==> src/rtl/iirs_pkg.sv <==
`default_nettype none

package iirs_pkg;

	// Store geometry.
	localparam int CAPACITY = 64;
	localparam int WORD_W = 32;
	localparam int IDX_W = $clog2(CAPACITY);
	localparam int CNT_W = $clog2(CAPACITY + 1);

	// Request and result field widths.
	localparam int OP_W = 3;
	localparam int POS_W = 7;
	localparam int COUNT_FIELD_W = 7;
	localparam int CMP_W = (CNT_W > POS_W) ? CNT_W : POS_W;

	// The top entry is read through a two-level registered tree of groups.
	localparam int GRP_W = (IDX_W < 3) ? IDX_W : 3;
	localparam int GRP_SIZE = 1 << GRP_W;
	localparam int NGRP = (CAPACITY + GRP_SIZE - 1) / GRP_SIZE;
	localparam int HI_W = (IDX_W - GRP_W > 0) ? IDX_W - GRP_W : 1;

	// Word shown for top and bottom while the store is empty.
	localparam logic [WORD_W-1:0] EMPTY_WORD = '1;

	// Operation codes.
	localparam logic [OP_W-1:0] OP_PUSH = 3'd0;
	localparam logic [OP_W-1:0] OP_POP = 3'd1;
	localparam logic [OP_W-1:0] OP_INSERT = 3'd2;
	localparam logic [OP_W-1:0] OP_REMOVE = 3'd3;
	localparam logic [OP_W-1:0] OP_CLEAR = 3'd4;

	typedef enum logic [1:0] {
		ST_DONE = 2'd0,
		ST_BADPOS = 2'd1,
		ST_EMPTY = 2'd2,
		ST_FULL = 2'd3
	} status_t;

	typedef struct packed {
		logic [OP_W-1:0] operation;
		logic signed [POS_W:0] position;
		logic signed [WORD_W-1:0] value;
	} req_t;

	typedef struct packed {
		status_t status;
		logic [COUNT_FIELD_W-1:0] entry_count;
		logic signed [WORD_W-1:0] top_value;
		logic signed [WORD_W-1:0] bottom_value;
	} rsp_t;

	// Commands from the controller to the datapath.
	typedef struct packed {
		logic ins;
		logic del;
		logic [IDX_W-1:0] slot;
		logic rd_grp;
		logic rd_out;
		logic [CNT_W-1:0] count;
		status_t status;
	} cmd_t;

endpackage

`default_nettype wire

==> src/rtl/iirs_ctrl.sv <==
`default_nettype none

module iirs_ctrl (
	input  wire logic clk,
	input  wire logic arst_n,
	input  wire logic req_valid,
	output logic req_stall,
	input  wire iirs_pkg::req_t req,
	output logic rsp_valid,
	input  wire logic rsp_stall,
	output iirs_pkg::cmd_t cmd
);

	typedef enum logic [2:0] {
		S_IDLE = 3'b001,
		S_RD1 = 3'b010,
		S_RD2 = 3'b100
	} state_t;

	state_t state_q, state_d;
	logic [iirs_pkg::CNT_W-1:0] count_q, count_c;
	iirs_pkg::status_t status_q, status_c;
	logic valid_q;
	logic accept;
	logic ins_c, del_c;
	logic [iirs_pkg::IDX_W-1:0] slot_c;
	logic neg, full, empty, past_top;
	logic [iirs_pkg::POS_W-1:0] pos;

	assign req_stall = (state_q != S_IDLE);
	assign accept = req_valid && !req_stall;

	assign neg = req.position[iirs_pkg::POS_W];
	assign pos = req.position[iirs_pkg::POS_W-1:0];
	assign full = (count_q == iirs_pkg::CNT_W'(iirs_pkg::CAPACITY));
	assign empty = (count_q == '0);
	assign past_top = (iirs_pkg::CMP_W'(pos) >= iirs_pkg::CMP_W'(count_q));

	// Decode the request into a cell move, a new count and a status.
	always_comb begin
		ins_c = 1'b0;
		del_c = 1'b0;
		slot_c = iirs_pkg::IDX_W'(count_q);
		status_c = iirs_pkg::ST_DONE;
		count_c = count_q;
		unique case (req.operation)
			iirs_pkg::OP_PUSH: begin
				if (full) begin
					status_c = iirs_pkg::ST_FULL;
				end else begin
					ins_c = 1'b1;
					count_c = count_q + iirs_pkg::CNT_W'(1);
				end
			end
			iirs_pkg::OP_POP: begin
				if (empty) begin
					status_c = iirs_pkg::ST_EMPTY;
				end else begin
					count_c = count_q - iirs_pkg::CNT_W'(1);
				end
			end
			iirs_pkg::OP_INSERT: begin
				if (neg) begin
					status_c = iirs_pkg::ST_BADPOS;
				end else if (full) begin
					status_c = iirs_pkg::ST_FULL;
				end else begin
					ins_c = 1'b1;
					if (!past_top) begin
						slot_c = iirs_pkg::IDX_W'(pos);
					end
					count_c = count_q + iirs_pkg::CNT_W'(1);
				end
			end
			iirs_pkg::OP_REMOVE: begin
				if (neg) begin
					status_c = iirs_pkg::ST_BADPOS;
				end else if (empty) begin
					status_c = iirs_pkg::ST_EMPTY;
				end else if (count_q == iirs_pkg::CNT_W'(1)) begin
					count_c = '0;
				end else if (past_top) begin
					status_c = iirs_pkg::ST_BADPOS;
				end else begin
					del_c = 1'b1;
					slot_c = iirs_pkg::IDX_W'(pos);
					count_c = count_q - iirs_pkg::CNT_W'(1);
				end
			end
			iirs_pkg::OP_CLEAR: begin
				count_c = '0;
			end
			default: begin
			end
		endcase
	end

	// Sequencer: accept, read the group level, then load the result word.
	always_comb begin
		state_d = state_q;
		unique case (state_q)
			S_IDLE: begin
				if (accept) begin
					state_d = S_RD1;
				end
			end
			S_RD1: begin
				state_d = S_RD2;
			end
			S_RD2: begin
				if (cmd.rd_out) begin
					state_d = S_IDLE;
				end
			end
			default: begin
				state_d = S_IDLE;
			end
		endcase
	end

	always_ff @(posedge clk or negedge arst_n) begin
		if (!arst_n) begin
			state_q <= S_IDLE;
			count_q <= '0;
			status_q <= iirs_pkg::ST_DONE;
			valid_q <= 1'b0;
		end else begin
			state_q <= state_d;
			if (accept) begin
				count_q <= count_c;
				status_q <= status_c;
			end
			if (cmd.rd_out) begin
				valid_q <= 1'b1;
			end else if (!rsp_stall) begin
				valid_q <= 1'b0;
			end
		end
	end

	// Commands to the datapath.
	always_comb begin
		cmd.ins = accept && ins_c;
		cmd.del = accept && del_c;
		cmd.slot = slot_c;
		cmd.rd_grp = (state_q == S_RD1);
		cmd.rd_out = (state_q == S_RD2) && (!valid_q || !rsp_stall);
		cmd.count = count_q;
		cmd.status = status_q;
	end

	assign rsp_valid = valid_q;

	// The count never runs past the capacity.
	a_count_bound: assert property (@(posedge clk) disable iff (!arst_n)
		count_q <= iirs_pkg::CNT_W'(iirs_pkg::CAPACITY))
		else $error("entry count beyond capacity");

	// An accepted word always starts the read sequence.
	a_accept_rd: assert property (@(posedge clk) disable iff (!arst_n)
		accept |=> (state_q == S_RD1))
		else $error("accepted word did not start a read");

	// A result word is never loaded over one that waits.
	a_no_overwrite: assert property (@(posedge clk) disable iff (!arst_n)
		cmd.rd_out |-> (!valid_q || !rsp_stall))
		else $error("result word overwritten");

	// Only one cell move at a time, and only on acceptance.
	a_one_move: assert property (@(posedge clk) disable iff (!arst_n)
		(cmd.ins || cmd.del) |-> (accept && !(cmd.ins && cmd.del)))
		else $error("bad cell move command");

	// The count changes only on acceptance.
	a_count_hold: assert property (@(posedge clk) disable iff (!arst_n)
		(state_q != S_IDLE) |=> $stable(count_q))
		else $error("count changed outside acceptance");

endmodule

`default_nettype wire

==> config.mk <==
export PLATFORM = sky130hd
export DESIGN_NAME = iirs_ctrl
export DESIGN_NICKNAME = d
export VERILOG_FILES = /design/src/rtl/iirs_pkg.sv /design/src/rtl/iirs_ctrl.sv
export SDC_FILE = /design/constraint.sdc
export NUM_CORES = 1
export LEC_CHECK = 0
export BUFFER_PORTS_ARGS = -buffer_cell sky130_fd_sc_hd__buf_2
export CORE_MARGIN = 2
export CORE_UTILIZATION = 50
export DETAILED_ROUTE_END_ITERATION = 10
export PLACE_DENSITY = 0.95
export SLEW_MARGIN = 5
export SYNTH_ARGS = -nofsm -noshare
export SYNTH_HDL_FRONTEND = slang
export SYNTH_SLANG_ARGS = --single-unit
export TNS_END_PERCENT = 10
==> constraint.sdc <==
create_clock -name clk -period 7.44 [get_ports clk]
set_input_delay 0.744 -clock clk [delete_from_list [all_inputs] [get_ports clk]]
set_output_delay 0.744 -clock clk [all_outputs]
set_load 0.005 [all_outputs]
==> results of run 1 <==
==> cells by family (layout without fill, tap and decap cells) <==
group           count (synthesis)  in the layout  synth area share [%]
mux                             5              5                  3.96
simple gates                   54             54                  22.7
xor+xnor                        1              1                 0.644
buf+inv                        19             50                  5.61
flops                          13             13                  24.0
compound gates                 58             58                  32.9
fa+ha+maj                      11             11                  10.1
==> flip-flops by register name (all words and copies together), names as in the netlist <==
register,cells
status_q,2
state_q,3
count_q,7
rsp_valid,1
==> metal layers <==
layer / vias up / track usage [%] / wire length, um
met5: - / 0 / 0
met4: 0 / 6.80 / 38
met3: 7 / 7.67 / 381
li1: 687 / - / -
met1: 634 / 30.2 / 1480
met2: 88 / 37.0 / 1630
==> placed cells by master (no fill, tap or decap), drive strengths merged, types with 5 or more instances in the layout <==
cell and n:
o21ai 11, nand3 5, dfrtp 12, o211ai 5, nand2 16, nor2 9, inv 10, a22o 5
ha 11, buf 35, a21oi 6
==> area by class of cell <==
type,instances,area (sq um)
clock buffer,4,26.3
inverter,11,46.3
fill,221,953
tap,30,37.5
timing repair buffer,35,175
sequential,13,327
multi-input combinational,129,957
==> report_power, final <==
group	internal [uW]	switching, uW
logic	122	139
clock network	20.9	28.5
registers	96.4	48.9
==> critical path, cell delays in order, from the launching register on <==
cell and delay, ns:
dfrtp_1 0.53, inv_1 0.18, ha_1 0.35, and4_1 0.20, o21ai_0 0.12, o221ai_1 0.38, nor3b_2 0.52, mux2_2 0.38
buf_2 0.12
==> metrics by stage <==
stage / power, uW / cell area [sq um]
2_1_floorplan: 314 / 1360
3_5_place_dp: 399 / 1540
6_report: 455 / 1570
4_1_cts: 451 / 1570
3_3_place_gp: 390 / 1540
5_1_grt: 493 / 1570
==> Yosys cell counts (2+ instances only) <==
library cell | n | share of area [%]
a22o_1 | 5 | 3.2
o41ai_1 | 2 | 1.3
a31oi_1 | 3 | 1.4
nor3_1 | 3 | 1.1
nor4_1 | 3 | 1.4
o21ai_0 | 11 | 4.0
nor3b_1 | 3 | 1.7
dfrtp_1 | 12 | 22
nand3_1 | 5 | 1.8
mux2i_1 | 2 | 1.5
ha_1 | 11 | 10
a211oi_1 | 2 | 1.1
a221oi_1 | 2 | 1.3
a21oi_1 | 5 | 1.8
nor2_1 | 9 | 2.5
mux2_2 | 2 | 1.7
inv_1 | 10 | 2.8
nand2_1 | 15 | 4.1
and2_1 | 2 | 0.92
nor2b_1 | 2 | 0.92
nand2b_1 | 3 | 1.4
clkbuf_1 | 8 | 2.2
o211ai_1 | 5 | 2.8
a211o_1 | 3 | 1.9
o221ai_1 | 2 | 1.3
==> worst max path at each step <==
stage	from	endpoint	slack [ns]	cells after the start
2_1_floorplan	req[32]	cmd[12]	4.22	7
3_3_place_gp	req[32]	cmd[12]	3.72	9
3_5_place_dp	req[32]	cmd[12]	3.68	9
4_1_cts	count_q[6]	cmd[12]	3.65	8
5_1_grt	count_q[6]	cmd[12]	3.44	8
6_report	count_q[6]	cmd[12]	3.61	8
==> flow_summary_export.csv, run 1 <==
group,metric,value,unit
sta,finalSetupViolCount,0,
final_layout,utilization,62.2,%
clock_network,numClockSinks,13,
final_layout,fin_nets,251,
job,cap_viol_max_count,0,
pwr,irDropWorstVdd,0.236,mV
pwr,leakagePower,0.000700,uW
sta,fmax,0.261,GHz
critical_path,critical_path_peak_fanout,10,
critical_path,start_kind,"flip-flop",
routing,drtIter0Drc,70,
global_route,grt_overflow,0,
sta,final.setup.worst_slack,3.61,ns
clock_network,clk_pin_slew,0.09,ns
place,io_buffers,35,
routing,viasPerCell,6.38,
final_layout,num_antenna_cells,0,
floorplanning,die_y,56.2,um
critical_path,rr_startpoint,"count_q[6]",
sta,final_hold_viol_count,0,
critical_path,cp.required,6.70,ns
place,place_congestion,0.942,
routing,ant_nets,0,
global_route,grt_start_max_net_pins,19,
sta,maxSlewViolCount,0,
global_route,track_usage,23.3,%
sta,period_share,51.5,%
clock_network,postCtsHoldBufs,0,
yosys,ys_seq_area_share,24.0,%
critical_path,crit_type,"flip-flop to output port",
routing,wl,3530,um
clock_network,cts_max_path_buffers,2,
min_path,hold_class,"input pin to asynchronous set/reset pin",
floorplanning,die_x,56.2,um
yosys,synth_area,1360,sq um
yosys,ys_types,56,
place,dp_cells,218,
routing,first_pass_iters,5,
final_layout,layoutNonFillerInstCount,222,
routing,route.detailed.drc,0,
outcome,status,"complete, no violations",
final_layout,layout-drive-gt1-share,26.6,%
yosys,synth-edff-count,0,
critical_path,timing.rr.end,"count_q[1]",
clock_network,cts_setup_buffers,0,
yosys,synth_area_per_cell,8.45,sq um
sta,skew,0.00646,ns
global_route,grt_pass1_vias,1317,
place,place_ws,3.68,ns
place,hpwl,2660,um
yosys,yosysWarningCount,0,
floorplanning,coreArea,2520,sq um
yosys,ys_ff_latch,13,
yosys,syn_inst,161,
critical_path,worst-endpoint-arrival,3.09,ns
critical_path,reg2reg_slack,4.78,ns
clock_network,cts-htree-levels,1,
floorplanning,die_area,3150,sq um
global_route,antenna_found_initial,0,
sta,setup_tns,0,ns
global_route,grt_pass1_wl,5890,um
floorplanning,initial_core_util,53.9,%
routing,vias,1416,
yosys,synthArstFlopShare,100,%
floorplanning,ios,68,
critical_path,r2r_cells,7,
sta,whs,0.323,ns
final_layout,area_delta_synth_final,15.4,%
clock_network,cts_root_buf,"clkbuf_4",
yosys,synth_flop_cell,"dfrtp_1",
clock_network,post_cts_resized,0,
routing,routedWlPerCell,15.9,um
clock_network,cts_buffers,3,
yosys,syn_nets,219,
floorplanning,rows,18,
clock_network,tritoncts,"done",
sta,worst-slew-pin-transition,0.806,ns
clock_network,worstSkewPairLatency,0.30,ns
sta,slew-limit-headroom,46.2,%
sta,period_needed,3.83,ns
sta,rsz0062_at_grt,"false",
pwr,power_density,290,nW/um^2
critical_path,endpoint_kind,"output port",
No activity file was read; power rests on OpenSTA's default activity.
==> run 2, diff against run 1 <==
- CORE_UTILIZATION: 50 -> 42
- PLACE_DENSITY: 0.95 -> 0.89
- clock period: 7.44 -> 3.1 ns (I/O delays scaled with it)
==> run 2 against run 1 <==
Clock power is 92% higher. Clock skew grew 0.0017 ns. Total power up 140%. Sequential share of layout area is 0.83 points lower. Flip-flop and latch count unchanged. Largest power group unchanged. Non-clock buffer count grew 6.
==> flow_summary_export.csv, run 2 (synthesis results as in run 1) <==
group,metric,value,unit
global_route,grt_start_max_net_pins,19,
global_route,grt_pass1_wl,5620,um
clock_network,cts_setup_buffers,0,
sta,final.setup.worst_slack,0.227,ns
floorplanning,die_y,60.9,um
sta,final_hold_viol_count,0,
routing,viasPerCell,6.04,
clock_network,cts-htree-levels,1,
pwr,power_density,675,nW/um^2
final_layout,largest_register,"count_q",
place,place_congestion,0.875,
routing,route.detailed.drc,0,
global_route,grt_overflow,0,
floorplanning,die_area,3710,sq um
final_layout,layout_commonest_cell,"buf_2",
clock_network,worstSkewPairLatency,0.26,ns
sta,worst-slew-pin-transition,0.824,ns
critical_path,worstPathCellList,"inv_1 > ha_1 > and4_1 > o21ai_0 > o221a_2 > o21ai_0 > a22o_1 > buf_2",
clock_network,cts_buffers,3,
min_path,hold_depth,3,
floorplanning,initial_core_util,44.2,%
routing,vias,1461,
floorplanning,die_x,60.9,um
critical_path,crit_type,"flip-flop to output port",
place,io_buffers,35,
critical_path,reg2reg_slack,0.67,ns
final_layout,fin_area,1630,sq um
clock_network,numClockSinks,13,
pwr,irDropWorstVdd,0.391,mV
critical_path,critical_path.top_delay_family,"compound AO/OA/AOI/OAI gates",
routing,first_pass_iters,5,
final_layout,fillers,278,
place,place_area,1600,sq um
final_layout,area_delta_synth_final,20.1,%
min_path,hold_class,"input pin to flip-flop",
sta,period_needed,2.87,ns
sta,maxSlewViolCount,0,
critical_path,cp.buffers_inverters,2,
final_layout,layout-drive-gt1-share,28.3,%
pwr,leakagePower,0.000729,uW
sta,period_share,92.7,%
job,cap_viol_max_count,0,
sta,slew-limit-headroom,44.9,%
floorplanning,rows,20,
critical_path,endpoint_kind,"output port",
final_layout,utilization,53.1,%
critical_path,cp.required,2.79,ns
clock_network,cts_root_buf,"clkbuf_4",
routing,wl,3520,um
routing,drtIter0Drc,74,
outcome,status,"complete, no violations",
place,hpwl,2790,um
final_layout,mostFrequentLayoutCells,"buf_2 (35), nand2_1 (15), dfrtp_1 (12)",
critical_path,critical_path_peak_fanout,8,
critical_path,start_kind,"flip-flop",
routing,ant_nets,0,
place,place_ws,0.548,ns
critical_path,cpPeakStageDelay,0.54,ns
clock_network,tritoncts,"done",
routing,routedWlPerCell,14.6,um
final_layout,num_antenna_cells,0,
sta,fmax,0.348,GHz
critical_path,cp_common_cell,"o21ai_0",
clock_network,cts_max_path_buffers,2,
critical_path,r2r_cells,7,
clock_network,clk_pin_slew,0.07,ns
final_layout,fin_nets,257,
floorplanning,ios,68,
floorplanning,coreArea,3080,sq um
critical_path,worst-endpoint-arrival,2.56,ns
sta,rsz0062_at_grt,"false",
final_layout,largestRegisters,"count_q x7, state_q x3, status_q x2",
global_route,grt_pass1_vias,1260,
sta,finalSetupViolCount,0,
global_route,track_usage,20.2,%
critical_path,crit_cells,8,
final_layout,largest_register_ffs,7,
sta,skew,0.00819,ns
sta,setup_tns,0,ns
critical_path,slowest_stage,"dfrtp_1",
sta,whs,0.277,ns
global_route,antenna_found_initial,0,
## run 2: power by group
part / switching, uW / internal (uW)
logic: 377 / 312
clock network: 45.1 / 49.6
registers: 88.0 / 232
total: 510 / 593
## run 2: path summary, 6_finish.rpt
check	start	to
setup / recovery	count_q[4]	cmd[15]
hold / removal	rsp_stall	rsp_valid
setup reg to reg	count_q[1]	count_q[1]
hold reg to reg	status_q[1]	status_q[1]
max in group asynchronous	arst_n	state_q[0]
min in group asynchronous	arst_n	status_q[0]
## run 2: worst min-delay path, delay by kind of cell
family	cells	cell delay [ns]
buf+inv	1	0.10
simple gates	2	0.10
## run 2: routing by layer
layer	GRT usage, %	routed length, um	share of wire [%]
met1	27.8	1430	40
met2	31.2	1740	49
met3	2.56	268	7.6
met4	10.2	87	2.5
met5	0	0	0
## run 2: area by class of cell
| class | instances | area [sq um] | area share (%) |
|---|---|---|---|
| clock buffer | 4 | 26.3 | 1.61 |
| timing repair buffer | 41 | 223 | 13.6 |
| tap | 44 | 55.1 | 3.37 |
| multi-input combinational | 129 | 957 | 58.6 |
| inverter | 11 | 46.3 | 2.83 |
| sequential | 13 | 327 | 20.0 |
## run 2: stage by stage
step / cells / power [uW]
after floorplan: 161 / 753
after global placement: 237 / 977
after detailed placement: 237 / 1000
after CTS: 242 / 1100
after global routing: 242 / 1200
final: 242 / 1100
## run 2: timing repair
action | CTS | global route
setup endpoints to repair | 0 | 0
resized for setup | 0 | 0
endpoints found under the hold margin | 12 | 0
hold buffers | 1 | 0
==> run 3, diff against run 2 <==
- CELL_PAD_IN_SITES_DETAIL_PLACEMENT: unset -> 1
- CELL_PAD_IN_SITES_GLOBAL_PLACEMENT: unset -> 2
- CORE_UTILIZATION: 42 -> 22
- PLACE_DENSITY: 0.89 -> 0.87
- SKIP_LAST_GASP: unset -> 1
==> run 3 against run 2 <==
Global-route usage is 6.1 points lower. Setup slack improved by 0.035 ns. Clock power up 69%. Wire length grew 27%. Total power increased by 9.7%. Largest power group unchanged.
==> flow_summary_export.csv, run 3 (synthesis results as in run 1) <==
group,metric,value,unit
pwr,seq_power_share,23.3,%
place,io_buffers,35,
clock_network,cts_root_buf,"clkbuf_8",
clock_network,post_cts_resized,0,
routing,viasPerCell,5.26,
pwr,power_density,703,nW/um^2
final_layout,num_antenna_cells,0,
final_layout,utilization,28.9,%
critical_path,slowest_stage,"dfrtp_1",
clock_network,cts-htree-levels,1,
critical_path,worst-endpoint-arrival,2.53,ns
pwr,irDropWorstVdd,0.195,mV
clock_network,numClockSinks,13,
global_route,grt_start_max_net_pins,19,
floorplanning,die_x,82.6,um
routing,first_pass_iters,4,
routing,wl,4480,um
global_route,antenna_found_initial,0,
routing,route.detailed.drc,0,
floorplanning,rows,28,
clock_network,tritoncts,"done",
sta,maxSlewViolCount,0,
critical_path,crit_type,"flip-flop to output port",
outcome,status,"complete, no violations",
critical_path,crit_start,"count_q[5]",
pwr,power_switching,549,uW
critical_path,cp.required,2.79,ns
clock_network,worstSkewPairLatency,0.25,ns
final_layout,largestRegisters,"count_q x7, state_q x3, status_q x2",
sta,worst-slew-pin-transition,0.872,ns
sta,period_share,91.5,%
job,cap_viol_max_count,0,
floorplanning,coreArea,5960,sq um
floorplanning,die_area,6830,sq um
global_route,grt_pass1_vias,1487,
floorplanning,initial_core_util,22.8,%
place,hpwl,3480,um
final_layout,fin_nets,261,
final_layout,mostFrequentLayoutCells,"buf_2 (35), nand2_1 (15), dfrtp_1 (12)",
routing,vias,1457,
pwr,pwr-share-clk,13.2,%
sta,period_needed,2.84,ns
min_path,hold_class,"input pin to flip-flop",
routing,drtIter0Drc,134,
final_layout,layout-drive-gt1-share,29.7,%
critical_path,endpoint_kind,"output port",
clock_network,cts_buffers,3,
place,place_ws,0.486,ns
clock_network,cts_max_path_buffers,2,
pwr,total_power,1210,uW
routing,ant_nets,0,
final_layout,largest_register,"count_q",
pwr,internal_power,662,uW
sta,slew-limit-headroom,41.8,%
critical_path,critical_path_peak_fanout,5,
clock_network,clk_pin_slew,0.06,ns
routing,routedWlPerCell,16.2,um
sta,skew,0.00316,ns
final_layout,multi_input_area,957,sq um
sta,finalSetupViolCount,0,
sta,setup_tns,0,ns
global_route,grt_overflow,0,
critical_path,cpPeakStageDelay,0.48,ns
min_path,min_from,"rsp_stall",
final_layout,fillers,744,
sta,final_hold_viol_count,0,
floorplanning,ios,68,
critical_path,worstPathCellList,"inv_1 > ha_1 > and4_1 > o21ai_0 > o221ai_1 > nor3b_2 > mux2_2 > buf_2",
final_layout,regArea,327,sq um
critical_path,start_kind,"flip-flop",
global_route,track_usage,14.1,%
final_layout,largest_register_ffs,7,
pwr,swShare,45.3,%
critical_path,rr_startpoint,"count_q[5]",
pwr,leakagePower,0.000756,uW
sta,rsz0062_at_grt,"false",
floorplanning,die_y,82.6,um
sta,fmax,0.352,GHz
final_layout,area_delta_synth_final,26.6,%
pwr,combPwrFrac,63.5,%
global_route,grt_pass1_wl,7320,um
sta,final.setup.worst_slack,0.262,ns
place,place_congestion,0.817,
final_layout,layout_commonest_cell,"buf_2",
## run 3: layout make-up
type	count	area share, %
sequential	13	19.0
clock buffer	4	2.62
inverter	11	2.69
tap	75	5.45
timing repair buffer	45	14.7
multi-input combinational	129	55.6
## run 3: routing by layer
layer / track usage [%] / vias up / share of wire, %
met4: 6.56 / 0 / 1.9
li1: - / 702 / -
met1: 18.0 / 719 / 45
met5: 0 / - / 0
met3: 2.07 / 6 / 3.5
met2: 23.4 / 30 / 50
## run 3: path summary, 6_finish.rpt
| path | cells past startpoint | slack (ns) | to |
|---|---|---|---|
| hold / removal | 3 | 0.29 | rsp_valid |
| hold reg to reg | 2 | 0.48 | status_q[0] |
| min in group asynchronous | 2 | 0.49 | count_q[1] |
| setup / recovery | 8 | 0.26 | cmd[12] |
| setup reg to reg | 8 | 0.72 | count_q[1] |
| max in group asynchronous | 2 | 2.31 | state_q[0] |
## run 3: worst max-delay path: cells and delay by family, from the launching register on
family	cells	cell delay (ns)
buffers and inverters	2	0.25
AND/OR/NAND/NOR	2	0.52
adder cells (fa/ha/maj)	1	0.31
flip-flops	1	0.48
AO/OA/AOI/OAI	2	0.35
multiplexers	1	0.37
## run 3: what timing repair did
action | in CTS | in global routing
hold buffers | 1 | 0
buffers inserted | 0 | 0
endpoints found under the hold margin | 12 | 0
## run 3: power by group through the flow
stage	clock (uW)	sequential, uW	combinational [uW]
6_report	160	282	769
5_1_grt	171	290	860
4_1_cts	163	282	778
3_5_place_dp	0	285	773
3_3_place_gp	0	281	754
2_1_floorplan	0	311	442
## run 3: per-stage QoR
step,hold WS (ns),cells,cell area (sq um)
after global placement,0.219,272,1670
after detailed placement,0.228,272,1670
after floorplan,0.0144,161,1360
after global routing,0.323,277,1720
after CTS,0.294,277,1720
final,0.293,277,1720
